==> src/hw/rtl/assert_macros.svh <==
// ----------------------------------------------------------------------------
// assertion macros used by the ranger rtl file
// ----------------------------------------------------------------------------
`ifndef ASSERT_MACROS_SVH
`define ASSERT_MACROS_SVH

`ifndef SYNTH

// property that must hold at every clock edge outside reset
`define ASSERT_ALWAYS(lbl, expr) \
   lbl: assert property (@(posedge clock) disable iff (reset) (expr)) \
      else $error("assertion failed");

// consequent must hold on the edge after the antecedent
`define ASSERT_NEXT(lbl, ante, cons) \
   lbl: assert property (@(posedge clock) disable iff (reset) (ante) |=> (cons)) \
      else $error("assertion failed");

`else

`define ASSERT_ALWAYS(lbl, expr)
`define ASSERT_NEXT(lbl, ante, cons)

`endif

`endif

==> src/hw/rtl/uer_pkg.sv <==
// ----------------------------------------------------------------------------
// uer_pkg
// types and constants of the ultrasonic echo ranger
// ----------------------------------------------------------------------------
package uer_pkg;

   // width of the echo pulse counter, 16 to 32
   localparam int CountBits = 24;

   localparam int EchoW     = 24;
   localparam int DistW     = 16;
   localparam int CfgW      = 16;
   localparam int ScaleFrac = 24;
   localparam int ProdBits  = CountBits + CfgW;

   localparam logic [EchoW-1:0] EchoMax = {EchoW{1'b1}};
   localparam logic [DistW-1:0] DistMax = {DistW{1'b1}};

   // register file port
   localparam int AddrW = 4;
   localparam int DataW = 32;
   localparam int IdxW  = 2;

   localparam logic [IdxW-1:0] RegTriggerTicks = 2'd0;
   localparam logic [IdxW-1:0] RegCmScale      = 2'd1;
   localparam logic [IdxW-1:0] RegNearLimit    = 2'd2;

   localparam logic [CfgW-1:0] TriggerTicksRst = 16'd80;
   localparam logic [CfgW-1:0] CmScaleRst      = 16'd17983;
   localparam logic [CfgW-1:0] NearLimitRst    = 16'd10;

   typedef enum logic [1:0] {
      PhTrigger  = 2'd0,
      PhWaitRise = 2'd1,
      PhMeasure  = 2'd2
   } phase_type;

endpackage

==> src/hw/rtl/ultrasonic_echo_ranger.sv <==
// ----------------------------------------------------------------------------
// ultrasonic_echo_ranger
// trigger pulse, echo edge wait and echo pulse timing with distance and
// near flag, one echo sample per beat
// ----------------------------------------------------------------------------
//
//  channel  direction  handshake                  payload
//  req      in         req_valid / req_stall      req_echo_level
//  rsp      out        rsp_valid / rsp_stall      rsp_trigger_level, rsp_measure_done,
//                                                 rsp_echo_ticks, rsp_distance_cm,
//                                                 rsp_near_flag
//  csr      in         psel / penable / pready    paddr, pwdata, pwrite, prdata
//
//  one beat in, one beat out; a sample can be taken every cycle while req_stall is low
//  the result is registered and ready in the cycle after the sample is taken; the path is one
//  24x16 multiply followed by the saturate and the near compare
//  req_stall is high only while a result is held and rsp_stall is high
//  synchronous reset: trigger phase, counters and last results cleared,
//  registers back to their defaults
// ----------------------------------------------------------------------------
`include "assert_macros.svh"

module ultrasonic_echo_ranger (
   input  logic                           clock,
   input  logic                           reset,

   input  logic                           req_valid,
   output logic                           req_stall,
   input  logic                           req_echo_level,

   output logic                           rsp_valid,
   input  logic                           rsp_stall,
   output logic                           rsp_trigger_level,
   output logic                           rsp_measure_done,
   output logic [uer_pkg::EchoW-1:0]      rsp_echo_ticks,
   output logic [uer_pkg::DistW-1:0]      rsp_distance_cm,
   output logic                           rsp_near_flag,

   input  logic                           psel,
   input  logic                           penable,
   input  logic                           pwrite,
   input  logic [uer_pkg::AddrW-1:0]      paddr,
   input  logic [uer_pkg::DataW-1:0]      pwdata,
   output logic [uer_pkg::DataW-1:0]      prdata,
   output logic                           pready
);

   // configuration registers
   logic [uer_pkg::CfgW-1:0] trigger_ticks_ff;
   logic [uer_pkg::CfgW-1:0] cm_scale_ff;
   logic [uer_pkg::CfgW-1:0] near_limit_ff;
   logic [uer_pkg::IdxW-1:0] csr_idx;
   logic                     csr_wr;

   // ranging state
   uer_pkg::phase_type            phase_ff, phase_in;
   logic [uer_pkg::CountBits-1:0] tick_count_ff, tick_count_in;
   logic                          prev_echo_ff;

   // result register, the payload fields also hold the last measurement
   logic                          rsp_valid_ff;
   logic                          trigger_ff, trigger_in;
   logic                          done_ff, done_in;
   logic [uer_pkg::EchoW-1:0]     echo_ticks_ff;
   logic [uer_pkg::DistW-1:0]     distance_ff;
   logic                          near_ff;

   logic                          req_accept;
   logic [uer_pkg::CountBits-1:0] count_sat_inc;
   logic [uer_pkg::CountBits-1:0] trig_len;
   logic [uer_pkg::ProdBits-1:0]  product;
   logic [uer_pkg::ProdBits-uer_pkg::ScaleFrac-1:0] product_cm;
   logic [uer_pkg::EchoW-1:0]     echo_ticks_meas;
   logic [uer_pkg::DistW-1:0]     distance_meas;
   logic                          near_meas;

   // ---------------------------------------------------------------- csr port
   assign pready = 1'b1;
   assign csr_idx = paddr[uer_pkg::AddrW-1:2];
   assign csr_wr  = psel && penable && pwrite && pready;

   always_ff @(posedge clock) begin
      if (reset) begin
         trigger_ticks_ff <= uer_pkg::TriggerTicksRst;
         cm_scale_ff      <= uer_pkg::CmScaleRst;
         near_limit_ff    <= uer_pkg::NearLimitRst;
      end else if (csr_wr) begin
         case (csr_idx)
            uer_pkg::RegTriggerTicks: trigger_ticks_ff <= pwdata[uer_pkg::CfgW-1:0];
            uer_pkg::RegCmScale:      cm_scale_ff      <= pwdata[uer_pkg::CfgW-1:0];
            uer_pkg::RegNearLimit:    near_limit_ff    <= pwdata[uer_pkg::CfgW-1:0];
            default: ;
         endcase
      end
   end

   always_comb begin
      case (csr_idx)
         uer_pkg::RegTriggerTicks: prdata = uer_pkg::DataW'(trigger_ticks_ff);
         uer_pkg::RegCmScale:      prdata = uer_pkg::DataW'(cm_scale_ff);
         uer_pkg::RegNearLimit:    prdata = uer_pkg::DataW'(near_limit_ff);
         default:                  prdata = '0;
      endcase
   end

   // -------------------------------------------------------------- handshake
   assign req_stall  = rsp_valid_ff && rsp_stall;
   assign req_accept = req_valid && !req_stall;

   // ------------------------------------------------------------ measurement
   assign count_sat_inc = (&tick_count_ff) ? tick_count_ff
                                           : tick_count_ff + uer_pkg::CountBits'(1);
   assign trig_len = (trigger_ticks_ff == '0) ? uer_pkg::CountBits'(1)
                                              : uer_pkg::CountBits'(trigger_ticks_ff);

   assign product    = uer_pkg::ProdBits'(tick_count_ff) * uer_pkg::ProdBits'(cm_scale_ff);
   assign product_cm = product[uer_pkg::ProdBits-1:uer_pkg::ScaleFrac];

   assign echo_ticks_meas = (tick_count_ff > uer_pkg::CountBits'(uer_pkg::EchoMax))
                            ? uer_pkg::EchoMax : uer_pkg::EchoW'(tick_count_ff);
   assign distance_meas   = (product_cm > uer_pkg::DistMax)
                            ? uer_pkg::DistMax : uer_pkg::DistW'(product_cm);
   assign near_meas       = (distance_meas <= near_limit_ff);

   always_comb begin
      phase_in      = phase_ff;
      tick_count_in = tick_count_ff;
      trigger_in    = 1'b0;
      done_in       = 1'b0;
      case (phase_ff)
         uer_pkg::PhWaitRise: begin
            if (req_echo_level && !prev_echo_ff) begin
               phase_in      = uer_pkg::PhMeasure;
               tick_count_in = uer_pkg::CountBits'(1);
            end
         end
         uer_pkg::PhMeasure: begin
            if (req_echo_level) begin
               tick_count_in = count_sat_inc;
            end else begin
               done_in       = 1'b1;
               phase_in      = uer_pkg::PhTrigger;
               tick_count_in = '0;
            end
         end
         default: begin
            trigger_in    = 1'b1;
            phase_in      = uer_pkg::PhTrigger;
            tick_count_in = count_sat_inc;
            if (count_sat_inc >= trig_len) begin
               phase_in      = uer_pkg::PhWaitRise;
               tick_count_in = '0;
            end
         end
      endcase
   end

   always_ff @(posedge clock) begin
      if (reset) begin
         phase_ff      <= uer_pkg::PhTrigger;
         tick_count_ff <= '0;
         prev_echo_ff  <= 1'b0;
      end else if (req_accept) begin
         phase_ff      <= phase_in;
         tick_count_ff <= tick_count_in;
         prev_echo_ff  <= req_echo_level;
      end
   end

   // ---------------------------------------------------------- result register
   always_ff @(posedge clock) begin
      if (reset) begin
         rsp_valid_ff  <= 1'b0;
         trigger_ff    <= 1'b0;
         done_ff       <= 1'b0;
         echo_ticks_ff <= '0;
         distance_ff   <= '0;
         near_ff       <= 1'b0;
      end else begin
         if (req_accept) begin
            rsp_valid_ff <= 1'b1;
            trigger_ff   <= trigger_in;
            done_ff      <= done_in;
            if (done_in) begin
               echo_ticks_ff <= echo_ticks_meas;
               distance_ff   <= distance_meas;
               near_ff       <= near_meas;
            end
         end else if (!rsp_stall) begin
            rsp_valid_ff <= 1'b0;
         end
      end
   end

   assign rsp_valid         = rsp_valid_ff;
   assign rsp_trigger_level = trigger_ff;
   assign rsp_measure_done  = done_ff;
   assign rsp_echo_ticks    = echo_ticks_ff;
   assign rsp_distance_cm   = distance_ff;
   assign rsp_near_flag     = near_ff;

   // ------------------------------------------------------------- assertions
   `ASSERT_ALWAYS(a_trig_done_excl, !(rsp_valid_ff && trigger_ff && done_ff))
   `ASSERT_ALWAYS(a_wait_count_zero, (phase_ff != uer_pkg::PhWaitRise) || (tick_count_ff == '0))
   `ASSERT_NEXT(a_fall_ends_measure, req_accept && (phase_ff == uer_pkg::PhMeasure) && !req_echo_level, rsp_valid_ff && done_ff && (phase_ff == uer_pkg::PhTrigger))
   `ASSERT_NEXT(a_measure_counts, req_accept && (phase_ff == uer_pkg::PhWaitRise) && req_echo_level && !prev_echo_ff, (phase_ff == uer_pkg::PhMeasure) && (tick_count_ff == uer_pkg::CountBits'(1)))

endmodule
==> config.mk <==
export PLATFORM = sky130hd
export DESIGN_NAME = ultrasonic_echo_ranger
export DESIGN_NICKNAME = d
export VERILOG_FILES = /design/src/hw/rtl/uer_pkg.sv /design/src/hw/rtl/ultrasonic_echo_ranger.sv
export VERILOG_INCLUDE_DIRS = /design/src /design/src/hw/rtl
export SDC_FILE = /design/constraint.sdc
export NUM_CORES = 1
export LEC_CHECK = 0
export BUFFER_PORTS_ARGS = -buffer_cell sky130_fd_sc_hd__buf_4
export CORE_MARGIN = 4
export CORE_UTILIZATION = 60
export CTS_BUF_LIST = sky130_fd_sc_hd__clkbuf_4
export CTS_CLUSTER_SIZE = 12
export DETAILED_ROUTE_END_ITERATION = 8
export PLACE_DENSITY = 0.78
export SLEW_MARGIN = 20
export SYNTH_ARGS = -nofsm -noshare
export SYNTH_HDL_FRONTEND = slang
export SYNTH_SLANG_ARGS = --single-unit
export TNS_END_PERCENT = 1
==> constraint.sdc <==
create_clock -name clock -period 17.6 [get_ports clock]
set_input_delay 3.52 -clock clock [delete_from_list [all_inputs] [get_ports clock]]
set_output_delay 3.52 -clock clock [all_outputs]
set_load 0.01 [all_outputs]
==> metrics.md <==
| Metric | Value |
|---|---|
| Inst Count DP | between 2000 and 3000 |
| Total GRT Usage | 30.67% |
| MaxCap Viol Count | 0 |
| Mean area per synthesized cell | approximately 8.3 um^2 |
| Wirelength per Cell | between 15 and 20 um |
| Insertion delay to the later sink of the worst-skew pair | roughly 0.57 ns |
| Total Wirelength | between 40 and 50 mm |
| Slew Viols, Final | 0 |
| Share of cells above drive strength 1 | under 10% |
| Post-CTS sizing | 0 |
| Overflow after GRT | 0 |
| Final net count | between 2000 and 3000 |
| Nature of the critical path startpoint | flop |
| I/O Buffers | 86 |
| Final design instance area without fill | 19080 um^2 |
| RSZ-0062 raised after global routing | false |
| Post-synth EDFFs | 0 |
| CTS Hold Buffers Added | 0 |
| Post-synth top area cell | fa_1 |
| Synthesis-to-finish area growth | 6.363% |
| Yosys warning total | 0 |
| Initial drt markers | ~1300 |
| Final Critical Period | 8.726 ns |
| PnR worst setup slack | 8.874 ns |
| Number of synthesized register bits | between 100 and 150 |
| Core Footprint | 29560 um^2 |
| Antenna-violating nets left | 0 |
| Netlist cell types | 66 |
| DR vias/cell | just under 6 |
| Post-synthesis cell area | 17930 um^2 |
| Fraction of registers with async set/reset | 0% |
| CP required | ~18 ns |
| Yosys top cell area share | between 30 and 40% |
| Worst Setup Path Type | reg2reg |
| Leak | 9.519 nW |
| Crit Path Max Fanout | 23 |
| Maximum vdd drop | just under 50 uV |
| Pwr per Cell Area | roughly 28 nW/um^2 |
| Pre-CTS setup slack | ~8.9 ns |
| Setup TNS | 0 ns |
| Placer Congestion | 1.008 |
| Sequential-to-total area share from yosys stat | between 10% and 20% |
| Drt drc | 0 |
| First-pass GRT wire length | ~80 mm |
| CTS Buf Count | 17 |
| Post-synth top flop | dfxtp_1 |
| Final Total Pwr | between 500 and 600 uW |
| Final setup vio count | 0 |
| Worst Hold Launch | rsp_echo_ticks[12] |
| Die area | roughly 33000 um^2 |
| IO Pins | 122 |
| Final Hold Viols | 0 |
| Fmax | 114.6 MHz |
| RR Startpoint | tick_count_ff[7] |
| Initial core utilization | about three fifths |
| Post-DP HPWL | between 30 and 40 mm |
| Ranking of synthesized cells by area | fa_1 34%, dfxtp_1 13%, ha_1 10% |
| Worst-path clk slew | approximately 0.11 ns |
| Critical Path AT | between 9 and 10 ns |
| Initial antenna violation count | 1 |
| DIE HEIGHT | roughly 180 um |
| Post-CTS Setup Inserts | 0 |
| Slew margin rel. | a little under 30% |
| Worst slew pin tran | about 1.1 ns |
| Cell Rows | 63 |
| Hold Path Class | reg2reg |
| Cell Area, Placed | 18840 um^2 |
| Critical Path Start | tick_count_ff[7] |
| Root Driver | clkbuf_4 |
| Worst setup EP type | flop |
| Vias | 14880 |
| Post-Layout Cell Count | around 2600 |
| Pre-Repair DR Iteration Count | 6 |
| Clock sinks | approximately 120 |
| Largest net degree at the start of global routing | between 70 and 80 |
| Die X | 180.9 um |
| Worst clock skew | around 0.020 ns |
| CTS tree | yes |
| Clock buffer depth | 2 |
| Final period util | between 40 and 50% |
| H-tree levels | 4 |
| Cells after Synth | 2150 |
| Status | finished, final reports clean |
| Vias in the first global route | about 15000 |
critical path, stage by stage, from the launching register on:
cell	delay, ns
dfxtp_1	1.03
nand2_1	0.15
fa_1	0.53
inv_1	0.05
fa_1	0.49
fa_1	0.54
fa_1	0.52
fa_1	0.54
inv_1	0.05
fa_1	0.52
inv_1	0.04
ha_1	0.32
a21o_1	0.20
a2111o_1	0.40
o221ai_1	0.49
a21boi_0	0.29
nor3_1	0.54
o21bai_1	0.13
xor2_1	0.35
ha_1	0.32
a21o_1	0.18
a21o_1	0.17
a21oi_1	0.14
nor2b_1	0.06
o21ai_0	0.27
o211ai_1	0.15
a31oi_1	0.19
cell usage after synthesis (3+ instances only):
library cell / count
o21ai_0: 34
a31o_2: 3
nor2b_1: 7
a2111oi_0: 3
a32oi_1: 3
o211ai_1: 5
nor4_1: 8
a31oi_1: 14
xor2_1: 13
o21ai_1: 3
nand4_1: 20
nand2_1: 452
and4_1: 4
nor2_1: 25
buf_4: 17
clkbuf_1: 113
and3_1: 13
a41oi_1: 3
buf_1: 8
and2_1: 154
nand2b_1: 6
a21oi_1: 98
or3_1: 3
a21o_1: 22
a211oi_1: 4
inv_1: 395
dfxtp_1: 119
nand3_1: 37
fa_1: 305
xnor2_1: 21
ha_1: 144
nor3_1: 12
buf_2: 4
mux2i_1: 23
o21a_1: 8
a22o_1: 8
placed cells by master (no fill, tap or decap), drive strengths merged, types with 6 or more instances in the layout:
cell type	instances
a21o	22
a21oi	98
a22o	8
a31oi	14
and2	154
and3	13
buf	129
clkbuf	17
clkinv	9
conb	17
dfxtp	119
fa	305
ha	144
inv	395
mux2i	23
nand2	452
nand2b	6
nand3	37
nand4	22
nor2	25
nor2b	7
nor3	12
nor4	10
o21a	8
o21ai	37
xnor2	21
xor2	13
kinds of logic (layout without fill, tap and decap cells):
group,after synthesis,count (layout),synth area share [%]
xor+xnor,34,34,1.660
simple gates,756,756,19.85
other cells,2,19,0.04187
mux,24,24,1.346
flops,119,119,13.28
buf+inv,539,553,11.71
fa+ha+maj,449,449,44.09
compound gates,227,227,8.016
power by group:
part           total [mW]  switching [mW]  internal (mW)
clock network       0.176           0.111         0.0647
logic              0.0784          0.0509         0.0276
registers           0.276         0.00389          0.272
total               0.530           0.166          0.364
final timing paths:
path,end,slack [ns],cells past startpoint
worst max-delay path,rsp_near_flag,8.87,26
worst min-delay path,rsp_echo_ticks[12],0.46,2
worst max register to register,rsp_near_flag,8.87,26
worst min register to register,rsp_echo_ticks[12],0.46,2
metrics by stage:
step                      hold WS, ns  util (%)
after floorplan                0.4487         -
after global placement         0.4448     63.75
after detailed placement       0.4483     63.75
after CTS                      0.4627     64.48
after global routing           0.4869     64.52
final                          0.4599     64.53
sequential cells by signal, summed over array words and instances, names as in the netlist:
register / count
rsp_measure_done: 1
rsp_valid: 1
trigger_ticks_ff: 16
near_limit_ff: 16
phase_ff: 2
rsp_near_flag: 1
rsp_echo_ticks: 24
cm_scale_ff: 16
rsp_distance_cm: 16
tick_count_ff: 24
rsp_trigger_level: 1
prev_echo_ff: 1
area by class of cell:
class	instances	area, um^2
diodes	2	5.005
clock buffers	17	127.6
clock inverters	11	88.84
fillers	2481	10480
inverters	396	1486
multi-input cells	1507	13530
flip-flops and latches	119	2384
well taps	390	488.0
repair buffers	129	968.4
layer usage:
metal	track usage [%]	up-vias	share of wire, %
met4	13.76	0	5.0
met1	40.58	7319	39
met3	5.577	170	10
li1	-	6598	-
met5	0	-	0
met2	49.57	793	46
(Power assumes the default switching activity.)
